`src/rtl/blfr_pkg.sv`:
```
// blfr_pkg: shared types, constants and helpers for the frame receiver
// depends on nothing; imported by every module of the block except blfr_ram
`default_nettype none

package blfr_pkg;

    localparam int BYTE_W   = 8;
    localparam int STATUS_W = 2;
    localparam int IDX_W    = 6;
    localparam int CFG_IDX_W = 2;

    // fixed frame layout in the store
    localparam int POS_ADDR = 1;
    localparam int POS_LEN  = 2;
    localparam int POS_CMD  = 3;
    localparam int POS_INFO = 4;

    // result status codes
    localparam logic [STATUS_W-1:0] ST_ACCEPT  = 2'd0;
    localparam logic [STATUS_W-1:0] ST_ADDR    = 2'd1;
    localparam logic [STATUS_W-1:0] ST_CHKSUM  = 2'd2;
    localparam logic [STATUS_W-1:0] ST_BAD_LEN = 2'd3;

    // configuration register indexes
    localparam logic [CFG_IDX_W-1:0] CFG_HEAD  = 2'd0;
    localparam logic [CFG_IDX_W-1:0] CFG_TAIL  = 2'd1;
    localparam logic [CFG_IDX_W-1:0] CFG_HOST  = 2'd2;
    localparam logic [CFG_IDX_W-1:0] CFG_BCAST = 2'd3;

    // check job handed from the front to the back
    typedef struct packed {
        logic [BYTE_W-1:0] adr;
        logic [BYTE_W-1:0] lenb;
        logic [BYTE_W-1:0] cmd;
        logic [BYTE_W-1:0] len;
        logic              bad_len;
    } t_job;

    // 8-bit binary to two bcd digits, valid below 100; above, the high digit is (v/10) mod 16
    // quotient by 10 via reciprocal 205/2048, exact below 1029
    function automatic logic [BYTE_W-1:0] bcd8(input logic [BYTE_W-1:0] v);
        logic [18:0] prod;
        logic [4:0]  q;
        logic [7:0]  r;
        prod = 19'(v) * 19'd205;
        q    = prod[15:11];
        r    = v - 8'(q) * 8'd10;
        return {q[3:0], r[3:0]};
    endfunction

endpackage

`default_nettype wire

```
`src/rtl/bcd_length_frame_receiver_top.sv`:
```
// bcd_length_frame_receiver_top: serial frame receiver with bcd length and checksum
// depends on blfr_pkg, blfr_ram, blfr_front, blfr_fifo, blfr_back
`default_nettype none

// channel   direction  handshake                    payload
// rx        in         i_in_valid / o_in_ready      i_rx_byte
// result    out        o_out_valid / i_out_ready    o_status .. o_last
// config    in         i_cfg_we (no wait)           i_cfg_idx, i_cfg_data
//
// a non-tail byte is taken and the next can follow at once, unless a tail still holds the store
// a tail byte holds off further bytes while the frame is checked: the back end
// sums the info bytes in the store, then reads back and emits each info byte,
// all through the single read port of the frame store
// reset is synchronous, active low; no clearing pass, per-entry written
// bits make unwritten store entries read as zero
// a stalled result register holds the back end, and the front waits with it
// until the frame's last result is registered
module bcd_length_frame_receiver_top #(
    parameter int FRAME_BYTES = 64
) (
    input  wire logic                               i_clk,
    input  wire logic                               i_rst_n,
    // receive byte transfer
    input  wire logic                               i_in_valid,
    output logic                                    o_in_ready,
    input  wire logic [blfr_pkg::BYTE_W-1:0]        i_rx_byte,
    // result transfer
    output logic                                    o_out_valid,
    input  wire logic                               i_out_ready,
    output logic [blfr_pkg::STATUS_W-1:0]           o_status,
    output logic [blfr_pkg::BYTE_W-1:0]             o_command,
    output logic [blfr_pkg::BYTE_W-1:0]             o_address,
    output logic [blfr_pkg::BYTE_W-1:0]             o_data_byte,
    output logic                                    o_data_valid,
    output logic [blfr_pkg::IDX_W-1:0]              o_byte_index,
    output logic                                    o_last,
    // register writes
    input  wire logic                               i_cfg_we,
    input  wire logic [blfr_pkg::CFG_IDX_W-1:0]     i_cfg_idx,
    input  wire logic [blfr_pkg::BYTE_W-1:0]        i_cfg_data
);
    import blfr_pkg::*;

    localparam int AW = $clog2(FRAME_BYTES);

    // configuration registers
    logic [BYTE_W-1:0] r_head, r_tail, r_host, r_bcast;

    // store write side (front)
    logic              st_we;
    logic [AW-1:0]     st_waddr;
    logic [BYTE_W-1:0] st_wdata;
    logic [FRAME_BYTES-1:0] st_written;

    // store read side (back)
    logic              st_re;
    logic [AW-1:0]     st_raddr;
    logic [BYTE_W-1:0] st_rdata;

    // job queue
    logic q_push, q_ready, q_valid, q_pop;
    t_job q_in, q_out;

    // back end done with the store, front may take bytes again
    logic release_store;

    always_ff @(posedge i_clk) begin
        if (!i_rst_n) begin
            r_head  <= 8'd126;
            r_tail  <= 8'd13;
            r_host  <= 8'd1;
            r_bcast <= 8'd255;
        end else if (i_cfg_we) begin
            case (i_cfg_idx)
                CFG_HEAD:  r_head  <= i_cfg_data;
                CFG_TAIL:  r_tail  <= i_cfg_data;
                CFG_HOST:  r_host  <= i_cfg_data;
                CFG_BCAST: r_bcast <= i_cfg_data;
                default:   r_head  <= r_head;
            endcase
        end
    end

    // frame store
    blfr_ram #(
        .WIDTH (BYTE_W),
        .DEPTH (FRAME_BYTES)
    ) u_store (
        .i_clk   (i_clk),
        .i_we    (st_we),
        .i_waddr (st_waddr),
        .i_wdata (st_wdata),
        .i_re    (st_re),
        .i_raddr (st_raddr),
        .o_rdata (st_rdata)
    );

    // byte intake, write position and header capture
    blfr_front #(
        .FRAME_BYTES (FRAME_BYTES)
    ) u_front (
        .i_clk       (i_clk),
        .i_rst_n     (i_rst_n),
        .i_in_valid  (i_in_valid),
        .o_in_ready  (o_in_ready),
        .i_rx_byte   (i_rx_byte),
        .i_head      (r_head),
        .i_tail      (r_tail),
        .o_we        (st_we),
        .o_waddr     (st_waddr),
        .o_wdata     (st_wdata),
        .o_written   (st_written),
        .o_job_valid (q_push),
        .i_job_ready (q_ready),
        .o_job       (q_in),
        .i_release   (release_store)
    );

    blfr_fifo u_queue (
        .i_clk   (i_clk),
        .i_rst_n (i_rst_n),
        .i_push  (q_push),
        .o_ready (q_ready),
        .i_job   (q_in),
        .o_valid (q_valid),
        .i_pop   (q_pop),
        .o_job   (q_out)
    );

    // frame check and result emission
    blfr_back #(
        .FRAME_BYTES (FRAME_BYTES)
    ) u_back (
        .i_clk        (i_clk),
        .i_rst_n      (i_rst_n),
        .i_job_valid  (q_valid),
        .o_job_pop    (q_pop),
        .i_job        (q_out),
        .i_host       (r_host),
        .i_bcast      (r_bcast),
        .o_re         (st_re),
        .o_raddr      (st_raddr),
        .i_rdata      (st_rdata),
        .i_written    (st_written),
        .o_release    (release_store),
        .o_out_valid  (o_out_valid),
        .i_out_ready  (i_out_ready),
        .o_status     (o_status),
        .o_command    (o_command),
        .o_address    (o_address),
        .o_data_byte  (o_data_byte),
        .o_data_valid (o_data_valid),
        .o_byte_index (o_byte_index),
        .o_last       (o_last)
    );

endmodule

`default_nettype wire

```
`src/rtl/blfr_ram.sv`:
```
// blfr_ram: generic single-write, single-read ram with registered read
// depends on nothing
`default_nettype none

module blfr_ram #(
    parameter int WIDTH = 8,
    parameter int DEPTH = 64
) (
    input  wire logic                     i_clk,
    input  wire logic                     i_we,
    input  wire logic [$clog2(DEPTH)-1:0] i_waddr,
    input  wire logic [WIDTH-1:0]         i_wdata,
    input  wire logic                     i_re,
    input  wire logic [$clog2(DEPTH)-1:0] i_raddr,
    output logic      [WIDTH-1:0]         o_rdata
);

    logic [WIDTH-1:0] r_mem [DEPTH];

    always_ff @(posedge i_clk) begin
        if (i_we) begin
            r_mem[i_waddr] <= i_wdata;
        end
        if (i_re) begin
            o_rdata <= r_mem[i_raddr];
        end
    end

endmodule

`default_nettype wire

```
`src/rtl/blfr_front.sv`:
```
// blfr_front: takes received bytes, writes the frame store, classifies tails
// depends on blfr_pkg
`default_nettype none

module blfr_front #(
    parameter int FRAME_BYTES = 64
) (
    input  wire logic                             i_clk,
    input  wire logic                             i_rst_n,
    input  wire logic                             i_in_valid,
    output logic                                  o_in_ready,
    input  wire logic [blfr_pkg::BYTE_W-1:0]      i_rx_byte,
    input  wire logic [blfr_pkg::BYTE_W-1:0]      i_head,
    input  wire logic [blfr_pkg::BYTE_W-1:0]      i_tail,
    output logic                                  o_we,
    output logic [$clog2(FRAME_BYTES)-1:0]        o_waddr,
    output logic [blfr_pkg::BYTE_W-1:0]           o_wdata,
    output logic [FRAME_BYTES-1:0]                o_written,
    output logic                                  o_job_valid,
    input  wire logic                             i_job_ready,
    output blfr_pkg::t_job                        o_job,
    input  wire logic                             i_release
);
    import blfr_pkg::*;

    localparam int AW = $clog2(FRAME_BYTES);

    logic [AW-1:0]          r_wpos;
    logic [FRAME_BYTES-1:0] r_written;
    logic                   r_busy;
    logic [BYTE_W-1:0]      r_adr, r_lenb, r_cmd;
    logic [BYTE_W-1:0]      n_adr, n_lenb, n_cmd;
    logic [AW-1:0]          wpos;
    logic                   accept;
    logic                   is_tail;
    logic [BYTE_W-1:0]      len;

    assign o_in_ready = !r_busy && i_job_ready;
    assign accept     = i_in_valid && o_in_ready;
    assign is_tail    = (i_rx_byte == i_tail);
    assign wpos       = (i_rx_byte == i_head) ? '0 : r_wpos;

    assign o_we      = accept;
    assign o_waddr   = wpos;
    assign o_wdata   = i_rx_byte;
    assign o_written = r_written;

    // header fields as they stand after this byte is stored
    assign n_adr  = (wpos == AW'(POS_ADDR)) ? i_rx_byte : r_adr;
    assign n_lenb = (wpos == AW'(POS_LEN))  ? i_rx_byte : r_lenb;
    assign n_cmd  = (wpos == AW'(POS_CMD))  ? i_rx_byte : r_cmd;

    // tens digit times ten plus units digit
    assign len = {1'b0, n_lenb[7:4], 3'b000} + {3'b000, n_lenb[7:4], 1'b0}
               + {4'b0000, n_lenb[3:0]};

    assign o_job_valid   = accept && is_tail;
    assign o_job.adr     = n_adr;
    assign o_job.lenb    = n_lenb;
    assign o_job.cmd     = n_cmd;
    assign o_job.len     = len;
    assign o_job.bad_len = (len == '0)
                        || ((9'(len) + 9'(POS_INFO)) > 9'(FRAME_BYTES - 1));

    always_ff @(posedge i_clk) begin
        if (!i_rst_n) begin
            r_wpos    <= '0;
            r_written <= '0;
            r_busy    <= 1'b0;
            r_adr     <= '0;
            r_lenb    <= '0;
            r_cmd     <= '0;
        end else begin
            if (accept) begin
                r_wpos <= (wpos == AW'(FRAME_BYTES - 1)) ? '0 : wpos + 1'b1;
                r_written[wpos] <= 1'b1;
                r_adr  <= n_adr;
                r_lenb <= n_lenb;
                r_cmd  <= n_cmd;
                if (is_tail) begin
                    r_busy <= 1'b1;
                end
            end else if (i_release) begin
                r_busy <= 1'b0;
            end
        end
    end

endmodule

`default_nettype wire

```
`src/rtl/blfr_fifo.sv`:
```
// blfr_fifo: two-entry queue of check jobs between front and back
// depends on blfr_pkg
`default_nettype none

module blfr_fifo (
    input  wire logic           i_clk,
    input  wire logic           i_rst_n,
    input  wire logic           i_push,
    output logic                o_ready,
    input  wire blfr_pkg::t_job i_job,
    output logic                o_valid,
    input  wire logic           i_pop,
    output blfr_pkg::t_job      o_job
);
    import blfr_pkg::*;

    t_job       r_mem [2];
    logic       r_wptr;
    logic       r_rptr;
    logic [1:0] r_count;
    logic       do_push, do_pop;

    assign o_ready = (r_count != 2'd2);
    assign o_valid = (r_count != 2'd0);
    assign o_job   = r_mem[r_rptr];
    assign do_push = i_push && o_ready;
    assign do_pop  = i_pop && o_valid;

    always_ff @(posedge i_clk) begin
        if (do_push) begin
            r_mem[r_wptr] <= i_job;
        end
    end

    always_ff @(posedge i_clk) begin
        if (!i_rst_n) begin
            r_wptr  <= 1'b0;
            r_rptr  <= 1'b0;
            r_count <= 2'd0;
        end else begin
            if (do_push) begin
                r_wptr <= !r_wptr;
            end
            if (do_pop) begin
                r_rptr <= !r_rptr;
            end
            if (do_push && !do_pop) begin
                r_count <= r_count + 2'd1;
            end else if (do_pop && !do_push) begin
                r_count <= r_count - 2'd1;
            end
        end
    end

endmodule

`default_nettype wire

```
`src/rtl/blfr_back.sv`:
```
// blfr_back: checks a queued frame against the store and emits its results
// depends on blfr_pkg
`default_nettype none

module blfr_back #(
    parameter int FRAME_BYTES = 64
) (
    input  wire logic                          i_clk,
    input  wire logic                          i_rst_n,
    input  wire logic                          i_job_valid,
    output logic                               o_job_pop,
    input  wire blfr_pkg::t_job                i_job,
    input  wire logic [blfr_pkg::BYTE_W-1:0]   i_host,
    input  wire logic [blfr_pkg::BYTE_W-1:0]   i_bcast,
    output logic                               o_re,
    output logic [$clog2(FRAME_BYTES)-1:0]     o_raddr,
    input  wire logic [blfr_pkg::BYTE_W-1:0]   i_rdata,
    input  wire logic [FRAME_BYTES-1:0]        i_written,
    output logic                               o_release,
    output logic                               o_out_valid,
    input  wire logic                          i_out_ready,
    output logic [blfr_pkg::STATUS_W-1:0]      o_status,
    output logic [blfr_pkg::BYTE_W-1:0]        o_command,
    output logic [blfr_pkg::BYTE_W-1:0]        o_address,
    output logic [blfr_pkg::BYTE_W-1:0]        o_data_byte,
    output logic                               o_data_valid,
    output logic [blfr_pkg::IDX_W-1:0]         o_byte_index,
    output logic                               o_last
);
    import blfr_pkg::*;

    localparam int AW = $clog2(FRAME_BYTES);

    localparam logic [2:0] S_IDLE    = 3'd0;
    localparam logic [2:0] S_CHECK   = 3'd1;
    localparam logic [2:0] S_SUM     = 3'd2;
    localparam logic [2:0] S_SUMW    = 3'd3;
    localparam logic [2:0] S_STATUS  = 3'd4;
    localparam logic [2:0] S_EMIT_RD = 3'd5;
    localparam logic [2:0] S_EMIT_WR = 3'd6;

    logic [2:0]          r_state;
    t_job                r_job;
    logic [AW-1:0]       r_addr;
    logic [BYTE_W-1:0]   r_sum;
    logic                r_pend;
    logic                r_rd_ok;
    logic [STATUS_W-1:0] r_status;

    logic [AW-1:0]       chk_addr;
    logic [AW-1:0]       last_info;
    logic [BYTE_W-1:0]   rdata;
    logic                slot_free;
    logic                addr_ok;
    logic                out_load;

    assign chk_addr  = AW'(POS_CMD) + AW'(r_job.len);
    assign last_info = chk_addr - 1'b1;
    assign rdata     = r_rd_ok ? i_rdata : '0;
    assign slot_free = !o_out_valid || i_out_ready;
    assign addr_ok   = (r_job.adr == i_host) || (r_job.adr == i_bcast);

    // a new result enters the output register this cycle
    assign out_load  = slot_free && ((r_state == S_STATUS) || (r_state == S_EMIT_WR));

    assign o_job_pop = (r_state == S_IDLE) && i_job_valid;
    assign o_re      = (r_state == S_SUM) || (r_state == S_EMIT_RD);
    assign o_raddr   = r_addr;
    assign o_release = ((r_state == S_STATUS) && slot_free)
                    || ((r_state == S_EMIT_WR) && slot_free && (r_addr == last_info));

    // store entries never written read as zero
    always_ff @(posedge i_clk) begin
        if (o_re) begin
            r_rd_ok <= i_written[r_addr];
        end
    end

    always_ff @(posedge i_clk) begin
        if (!i_rst_n) begin
            r_state     <= S_IDLE;
            r_pend      <= 1'b0;
            o_out_valid <= 1'b0;
        end else begin
            r_pend <= (r_state == S_SUM) && (r_addr != chk_addr);
            if (out_load) begin
                o_out_valid <= 1'b1;
            end else if (i_out_ready) begin
                o_out_valid <= 1'b0;
            end
            case (r_state)
                S_IDLE: begin
                    if (i_job_valid) begin
                        r_job   <= i_job;
                        r_state <= S_CHECK;
                    end
                end
                S_CHECK: begin
                    r_sum  <= r_job.adr + r_job.lenb + r_job.cmd;
                    r_addr <= AW'(POS_INFO);
                    if (r_job.bad_len) begin
                        r_status <= ST_BAD_LEN;
                        r_state  <= S_STATUS;
                    end else if (!addr_ok) begin
                        r_status <= ST_ADDR;
                        r_state  <= S_STATUS;
                    end else begin
                        r_state <= S_SUM;
                    end
                end
                S_SUM: begin
                    // info reads run straight into the checksum position
                    if (r_pend) begin
                        r_sum <= r_sum + rdata;
                    end
                    if (r_addr == chk_addr) begin
                        r_state <= S_SUMW;
                    end else begin
                        r_addr <= r_addr + 1'b1;
                    end
                end
                S_SUMW: begin
                    r_addr <= AW'(POS_INFO);
                    if (bcd8(r_sum) != rdata) begin
                        r_status <= ST_CHKSUM;
                        r_state  <= S_STATUS;
                    end else if (r_job.len == 8'd1) begin
                        r_status <= ST_ACCEPT;
                        r_state  <= S_STATUS;
                    end else begin
                        r_state <= S_EMIT_RD;
                    end
                end
                S_STATUS: begin
                    if (slot_free) begin
                        o_status     <= r_status;
                        o_command    <= r_job.cmd;
                        o_address    <= r_job.adr;
                        o_data_byte  <= '0;
                        o_data_valid <= 1'b0;
                        o_byte_index <= '0;
                        o_last       <= 1'b1;
                        r_state      <= S_IDLE;
                    end
                end
                S_EMIT_RD: begin
                    r_state <= S_EMIT_WR;
                end
                S_EMIT_WR: begin
                    if (slot_free) begin
                        o_status     <= ST_ACCEPT;
                        o_command    <= r_job.cmd;
                        o_address    <= r_job.adr;
                        o_data_byte  <= rdata;
                        o_data_valid <= 1'b1;
                        o_byte_index <= IDX_W'(r_addr - AW'(POS_INFO));
                        o_last       <= (r_addr == last_info);
                        if (r_addr == last_info) begin
                            r_state <= S_IDLE;
                        end else begin
                            r_addr  <= r_addr + 1'b1;
                            r_state <= S_EMIT_RD;
                        end
                    end
                end
                default: begin
                    r_state <= S_IDLE;
                end
            endcase
        end
    end

endmodule

`default_nettype wire
```
`config.mk`:
```
export PLATFORM = sky130hd
export DESIGN_NAME = bcd_length_frame_receiver_top
export DESIGN_NICKNAME = d
export VERILOG_FILES = /design/src/rtl/blfr_pkg.sv /design/src/rtl/bcd_length_frame_receiver_top.sv /design/src/rtl/blfr_ram.sv /design/src/rtl/blfr_front.sv /design/src/rtl/blfr_fifo.sv /design/src/rtl/blfr_back.sv
export SDC_FILE = /design/constraint.sdc
export NUM_CORES = 1
export LEC_CHECK = 0
export BUFFER_PORTS_ARGS = -buffer_cell sky130_fd_sc_hd__buf_2
export CAP_MARGIN = 40
export CORE_ASPECT_RATIO = 1.1
export CORE_MARGIN = 2
export CORE_UTILIZATION = 55
export CTS_BUF_LIST = sky130_fd_sc_hd__clkbuf_8
export DETAILED_ROUTE_END_ITERATION = 8
export GPL_TIMING_DRIVEN = 0
export PLACE_DENSITY_LB_ADDON = 0.25
export SLEW_MARGIN = 40
export SYNTH_ARGS = -nofsm -noshare
export SYNTH_HDL_FRONTEND = slang
export SYNTH_SLANG_ARGS = --single-unit
```
`constraint.sdc`:
```
create_clock -name i_clk -period 5.5 [get_ports i_clk]
set_input_delay 0 -clock i_clk [delete_from_list [all_inputs] [get_ports i_clk]]
set_output_delay 0 -clock i_clk [all_outputs]
set_load 0.02 [all_outputs]
```
==> run_results.csv, run 1 <==
group,metric,value,unit
status,status,"finished with violations",
worst_setup_path,cp-start-kind,"flip-flop",
logic_synthesis,synth_ff_type,"edfxtp_1",
worst_setup_path,cp_data_arrival_time,5.97,ns
logic_synthesis,async_flop_share,0,
timing,whs,0.0776,ns
power_and_ir_drop,p_leak,13.8,nW
routing,vias_per_cell,6.01,
logic_synthesis,netlist_area,34000,sq um
min_path,holdCritPathClass,"in -> reg",
floorplanning,die_y,265,um
timing,finalHoldViolCount,0,
power_and_ir_drop,vdd_ir_drop_max,0.301,mV
floorplanning,dieArea,63900,sq um
worst_setup_path,required,5.96,ns
layout,nFillCells,4319,
routing,wirelength,84.9,mm
floorplanning,initial_core_util,0.556,
global_route,grt_pass1_vias,20300,
timing,slew_violations,0,
flow_run,drv_cap,0,
timing,max_freq,181,MHz
global_route,antenna_found_initial,1,
logic_synthesis,postSynthCellCount,2157,
timing,setup_ws,-0.00973,ns
floorplanning,pin_count,59,
clock_tree,path_clk_slew,0.08,ns
routing,drt_iter0_markers,1891,
timing,period_needed,5.51,ns
timing,setup_viol,2,
routing,drc,0,
layout,layout_common_cells,"edfxtp_1 (667), dfxtp_1 (136), clkbuf_8 (134)",
layout,final_nets,2523,
floorplanning,coreArea,61200,sq um
worst_setup_path,worstPathMaxFanout,4,
layout,final_util,0.635,
global_route,gr-usage-all-layers,0.270,
routing,avgRoutedWirePerCell,25.4,um
worst_setup_path,rrSetupSlack,-0.01,ns
clock_tree,cts_buffer_depth,3,
layout,areaGrowthSynthToFinish,14.2,%
routing,dr.pass1.iters,6,
power_and_ir_drop,power_density,405,nW/um^2
clock_tree,clock_sinks,803,
global_route,grt_pass1_wl,126,mm
worst_setup_path,endpoint_kind,"flip-flop",
layout,final_common_cell,"edfxtp_1",
timing,clock_skew,0.0566,ns
clock_tree,cts_tree,"done",
layout,drive_above_1_share,0.240,
timing,slew_headroom,0.361,
timing,rsz0062_at_grt,"true",
place,hpwl,56.6,mm
place,gp_congestion,0.888,
timing,setup_tns,-0.0157,ns
logic_synthesis,ys_warn_count,0,
global_route,grt-ovfl-total,0,
routing,ant_nets,0,
logic_synthesis,ys_types,78,
clock_tree,clk_latency,0.78,ns
clock_tree,numCtsBuffers,121,
floorplanning,dieWidth,241,um
power_and_ir_drop,power,15.7,mW
global_route,grt_max_degree,69,
timing,worstMarginPinSlew,0.956,ns
place,port_buffers,58,
floorplanning,rows,95,
logic_synthesis,yosysSeqAreaShare,0.668,
logic_synthesis,synth_edf_count,667,
worst_setup_path,path_class,"reg -> reg",
logic_synthesis,syn-num-nets,2275,
clock_tree,cts_root_buf,"clkbuf_8",
place,place_ws,-0.356,ns
routing,vias,20100,
clock_tree,cts.htree.levels,3,
timing,fin_crit_sh,1.00,
logic_synthesis,avgSynthCellArea,15.8,sq um
logic_synthesis,ys_ff_latch,803,
status,violations,"negative setup slack",
## path summary, 6_finish.rpt
kind | startpoint | end | cells after the start
worst max register to register | u_back.r_sum[1] | u_back.r_status[0] | 20
worst max-delay path | u_back.r_sum[1] | u_back.r_status[0] | 20
worst min register to register | u_front.o_written[7] | u_front.o_written[7] | 1
worst min-delay path | i_cfg_data[2] | r_bcast[2] | 4
## what timing repair did
action / 4_1_cts / 5_1_grt
hold endpoints to repair: 567 / 0
endpoints found under the setup margin: 4 / 4
hold buffers: 34 / 0
buffers inserted: 11 / 6
pin swaps: 10 / 18
resized for setup: 20 / 10
## per-stage QoR
step / std cells / cell area, sq um
floorplan: 2157 / 34000
global placement: 3039 / 35400
detailed placement: 3054 / 35800
CTS: 3329 / 38700
global route: 3337 / 38900
finish: 3337 / 38900
## sequential cells by signal, indices dropped and copies added, names as in the netlist, 6 cells and up
| name | count |
|---|---|
| r_bcast | 8 |
| r_head | 8 |
| r_host | 8 |
| r_tail | 8 |
| u_back.o_address | 8 |
| u_back.o_byte_index | 6 |
| u_back.o_command | 8 |
| u_back.o_data_byte | 8 |
| u_back.o_raddr | 6 |
| u_back.r_job | 32 |
| u_back.r_sum | 8 |
| u_front.o_written | 64 |
| u_front.r_adr | 8 |
| u_front.r_cmd | 8 |
| u_front.r_lenb | 8 |
| u_front.r_wpos | 6 |
| u_queue.r_mem | 64 |
| u_store.o_rdata | 8 |
| u_store.r_mem | 512 |
## layout make-up
class | instances | area, sq um | share of cell area
sequential | 803 | 22800 | 0.585
multi-input combinational | 1173 | 10900 | 0.281
clock buffer | 134 | 1840 | 0.0474
tap | 824 | 1030 | 0.0265
timing repair buffer | 125 | 958 | 0.0247
buffer | 112 | 584 | 0.0150
clock inverter | 96 | 502 | 0.0129
inverter | 69 | 259 | 0.00666
antenna | 1 | 2.50 | 0.0000644
## kinds of logic (layout without fill, tap and decap cells)
| kind of cell | after synthesis | in the layout | share of synthesized area |
|---|---|---|---|
| xor+xnor | 89 | 89 | 0.0239 |
| simple gates | 440 | 440 | 0.0601 |
| flops | 803 | 803 | 0.668 |
| buf+inv | 181 | 536 | 0.0245 |
| other cells | 0 | 1 | 0 |
| fa+ha+maj | 95 | 95 | 0.0398 |
| mux | 277 | 277 | 0.127 |
| compound gates | 272 | 272 | 0.0564 |
## metal layers
layer / vias up / global-route usage / part of all wire
met2: 967 / 0.437 / 0.48
li1: 8768 / - / -
met3: 206 / 0.0460 / 0.079
met1: 10100 / 0.364 / 0.40
met5: - / 0 / 0
met4: 0 / 0.116 / 0.041
## synthesized netlist by cell type (all sizes together) (4+ instances only)
master  instances  area (sq um)
buf            51           345
a211oi          5          42.5
nor2          168           631
or3             6          37.5
ha             73           913
edfxtp        667         20000
a21oi          67           343
inv            68           255
and3           11          68.8
mux4          119          2680
a22oi           4          30.0
mux2           52           586
dfxtp         136          2720
nor3           21           105
o21ai          32           183
nor2b           9          63.8
o221a           4          53.8
nor4           14           134
nand2         132           495
nand3b          6          45.0
fa             22           440
o221ai         40           350
clkbuf         61           229
and2           10          62.6
or4             6          48.8
xor2           25           219
mux2i         106          1060
o22ai          22           138
xnor2          62           551
or2             4          25.0
a21o            8          60.1
o21a           62           465
a31oi           6          37.5
nand3          27           135
nand4           8          50.1
nand2b          9          63.8
## critical path: stages, from the launching register on
cell      delay (ns)
edfxtp_1        0.49
buf_4           0.19
ha_4            0.21
ha_1            0.27
inv_1           0.05
fa_1            0.47
fa_1            0.55
inv_1           0.07
ha_4            0.26
a211oi_4        0.25
o22ai_2         0.13
o221a_4         0.28
xor2_4          0.17
ha_4            0.18
fa_2            0.39
xnor2_2         0.15
xnor2_1         0.22
xnor3_1         0.29
or2_4           0.27
mux2i_4         0.21
a31oi_4         0.13
## where the power goes
part | internal [mW] | switching, mW
Clock | 2.31 | 2.34
Combinational | 1.91 | 2.25
Sequential | 6.80 | 0.112
(Power assumes the default switching activity.)
==> run 2, diff against run 1 <==
Settings changed: CORE_MARGIN 2 to not set.
==> run_results.csv, run 2 (same netlist as run 1, synthesis figures left out) <==
group,metric,value,unit
floorplanning,rows,95,
layout,seqCellArea,22800,sq um
worst_setup_path,path_class,"reg -> reg",
power_and_ir_drop,vdd_ir_drop_max,0.358,mV
layout,nFillCells,4371,
timing,fin_crit_sh,0.997,
global_route,grt-ovfl-total,0,
timing,worstMarginPinSlew,0.941,ns
timing,rsz0062_at_grt,"true",
worst_setup_path,required,5.96,ns
floorplanning,die_y,263,um
place,port_buffers,58,
layout,largest_register_ffs,512,
timing,period_needed,5.48,ns
routing,vias,20200,
place,gp_congestion,0.924,
clock_tree,path_clk_slew,0.06,ns
power_and_ir_drop,clockPowerShare,0.314,
layout,layout_common_cells,"edfxtp_1 (667), clkbuf_8 (146), dfxtp_1 (136)",
power_and_ir_drop,power_density,407,nW/um^2
timing,slew_headroom,0.372,
worst_setup_path,crit_buf_inv,2,
status,status,"finished, final reports clean",
routing,avgRoutedWirePerCell,25.3,um
clock_tree,clk_latency,0.77,ns
layout,top_register,"u_store.r_mem",
worst_setup_path,crit_path_frequent_cell,"ha_4",
layout,final_util,0.639,
floorplanning,dieArea,62900,sq um
global_route,gr-usage-all-layers,0.272,
layout,final_common_cell,"edfxtp_1",
place,dp.cells,3053,
layout,final_nets,2520,
timing,max_freq,182,MHz
clock_tree,cts_root_buf,"clkbuf_8",
floorplanning,initial_core_util,0.557,
power_and_ir_drop,power_frac_comb,0.251,
place,hpwl,56.7,mm
power_and_ir_drop,p_leak,13.8,nW
routing,wirelength,84.5,mm
power_and_ir_drop,switching_share,0.292,
timing,setup_viol,0,
floorplanning,pin_count,59,
worst_setup_path,cp_slowest_cell,"fa_2",
timing,finalHoldViolCount,0,
clock_tree,numCtsBuffers,121,
worst_setup_path,worstPathMaxFanout,4,
timing,slew_violations,0,
global_route,antenna_found_initial,1,
global_route,grt_pass1_vias,20200,
routing,drt_iter0_markers,2033,
worst_setup_path,cp-start-kind,"flip-flop",
clock_tree,cts_buffer_depth,3,
layout,multiInputGateArea,11000,sq um
timing,whs,0.0935,ns
routing,drc,0,
clock_tree,cts_tree,"done",
layout,finalNonFillerCells,3336,
routing,dr.pass1.iters,5,
global_route,grt_pass1_wl,125,mm
worst_setup_path,crit_family,"adder cells",
flow_run,drv_cap,0,
worst_setup_path,endpoint_kind,"flip-flop",
clock_tree,cts.htree.levels,3,
layout,drive_above_1_share,0.245,
power_and_ir_drop,netSwitchingPower,4.65,mW
layout,areaGrowthSynthToFinish,14.6,%
floorplanning,coreArea,61100,sq um
worst_setup_path,cpPeakStageDelay,0.57,ns
global_route,grt_max_degree,69,
power_and_ir_drop,seq_power_share,0.435,
timing,clock_skew,0.0588,ns
worst_setup_path,critical_path.cell_chain,"ha_4 > xor2_4 > ha_4 > fa_1 > inv_1 > fa_1 > inv_2 > ha_4 > a311oi_2 > o21ai_2 > o221a_4 > xor2_2 > ha_2 > fa_2 > xor2_1 > or4_4 > nor4_4 > a31oi_2",
routing,vias_per_cell,6.05,
power_and_ir_drop,internal-power,11.2,mW
routing,ant_nets,0,
worst_setup_path,cp_data_arrival_time,5.94,ns
floorplanning,dieWidth,239,um
min_path,holdCritPathClass,"in -> reg",
clock_tree,clock_sinks,803,
==> run 2: metrics by stage <==
stage / setup WS, ns / instance area, sq um / power, mW / setup TNS, ns
final: 0.0182 / 39000 / 15.9 / 0
after global routing: -0.160 / 39000 / 16.5 / -0.499
after CTS: 0.00548 / 38800 / 15.6 / 0
after detailed placement: -0.331 / 35800 / 10.3 / -1.05
after global placement: -0.224 / 35400 / 10.2 / -7.29
after floorplan: 0.170 / 34000 / 9.39 / 0
==> run 2: worst min-delay path, stage by stage <==
cell           delay [ns]
dlygate4sd3_1        0.52
buf_2                0.16
nand2_1              0.06
nand3_1              0.07
==> run 2: cell type report <==
cell class	count	share of cell area
diodes	1	0.0000641
plain buffers	112	0.0150
clock buffers	146	0.0515
clock inverters	86	0.0135
inverters	69	0.00664
multi-input cells	1173	0.281
flip-flops and latches	803	0.583
well taps	824	0.0264
repair buffers	122	0.0233
==> run 2: routing by layer <==
layer / up-vias / part of all wire / GRT usage
li1: 8765 / - / -
met1: 10300 / 0.40 / 0.370
met3: 195 / 0.078 / 0.0460
met4: 0 / 0.040 / 0.117
met5: - / 0 / 0
met2: 941 / 0.48 / 0.436
==> run 2: final timing paths <==
check / startpoint / to / slack, ns / cells past startpoint
worst max-delay path: u_back.r_sum[1] / u_back.r_status[0] / 0.02 / 18
worst min-delay path: i_cfg_data[0] / r_host[0] / 0.09 / 4
worst max register to register: u_back.r_sum[1] / u_back.r_status[0] / 0.02 / 18
worst min register to register: u_front.o_written[14] / u_front.o_written[14] / 0.46 / 1
==> run 2: repair_timing <==
item / 4_1_cts / 5_1_grt
hold endpoints to repair: 570 / 0
pin swaps: 9 / 19
setup buffers: 8 / 7
gates resized for setup: 15 / 18
hold buffers: 33 / 0
setup endpoints to repair: 4 / 4
==> run 2: power by group through the flow <==
stage / combinational (mW) / sequential, mW / clock (mW)
global route: 4.31 / 6.92 / 5.30
global placement: 3.13 / 7.05 / 0
detailed placement: 3.25 / 7.05 / 0
floorplan: 2.38 / 7.02 / 0
CTS: 3.63 / 6.92 / 5.04
finish: 3.98 / 6.91 / 4.99
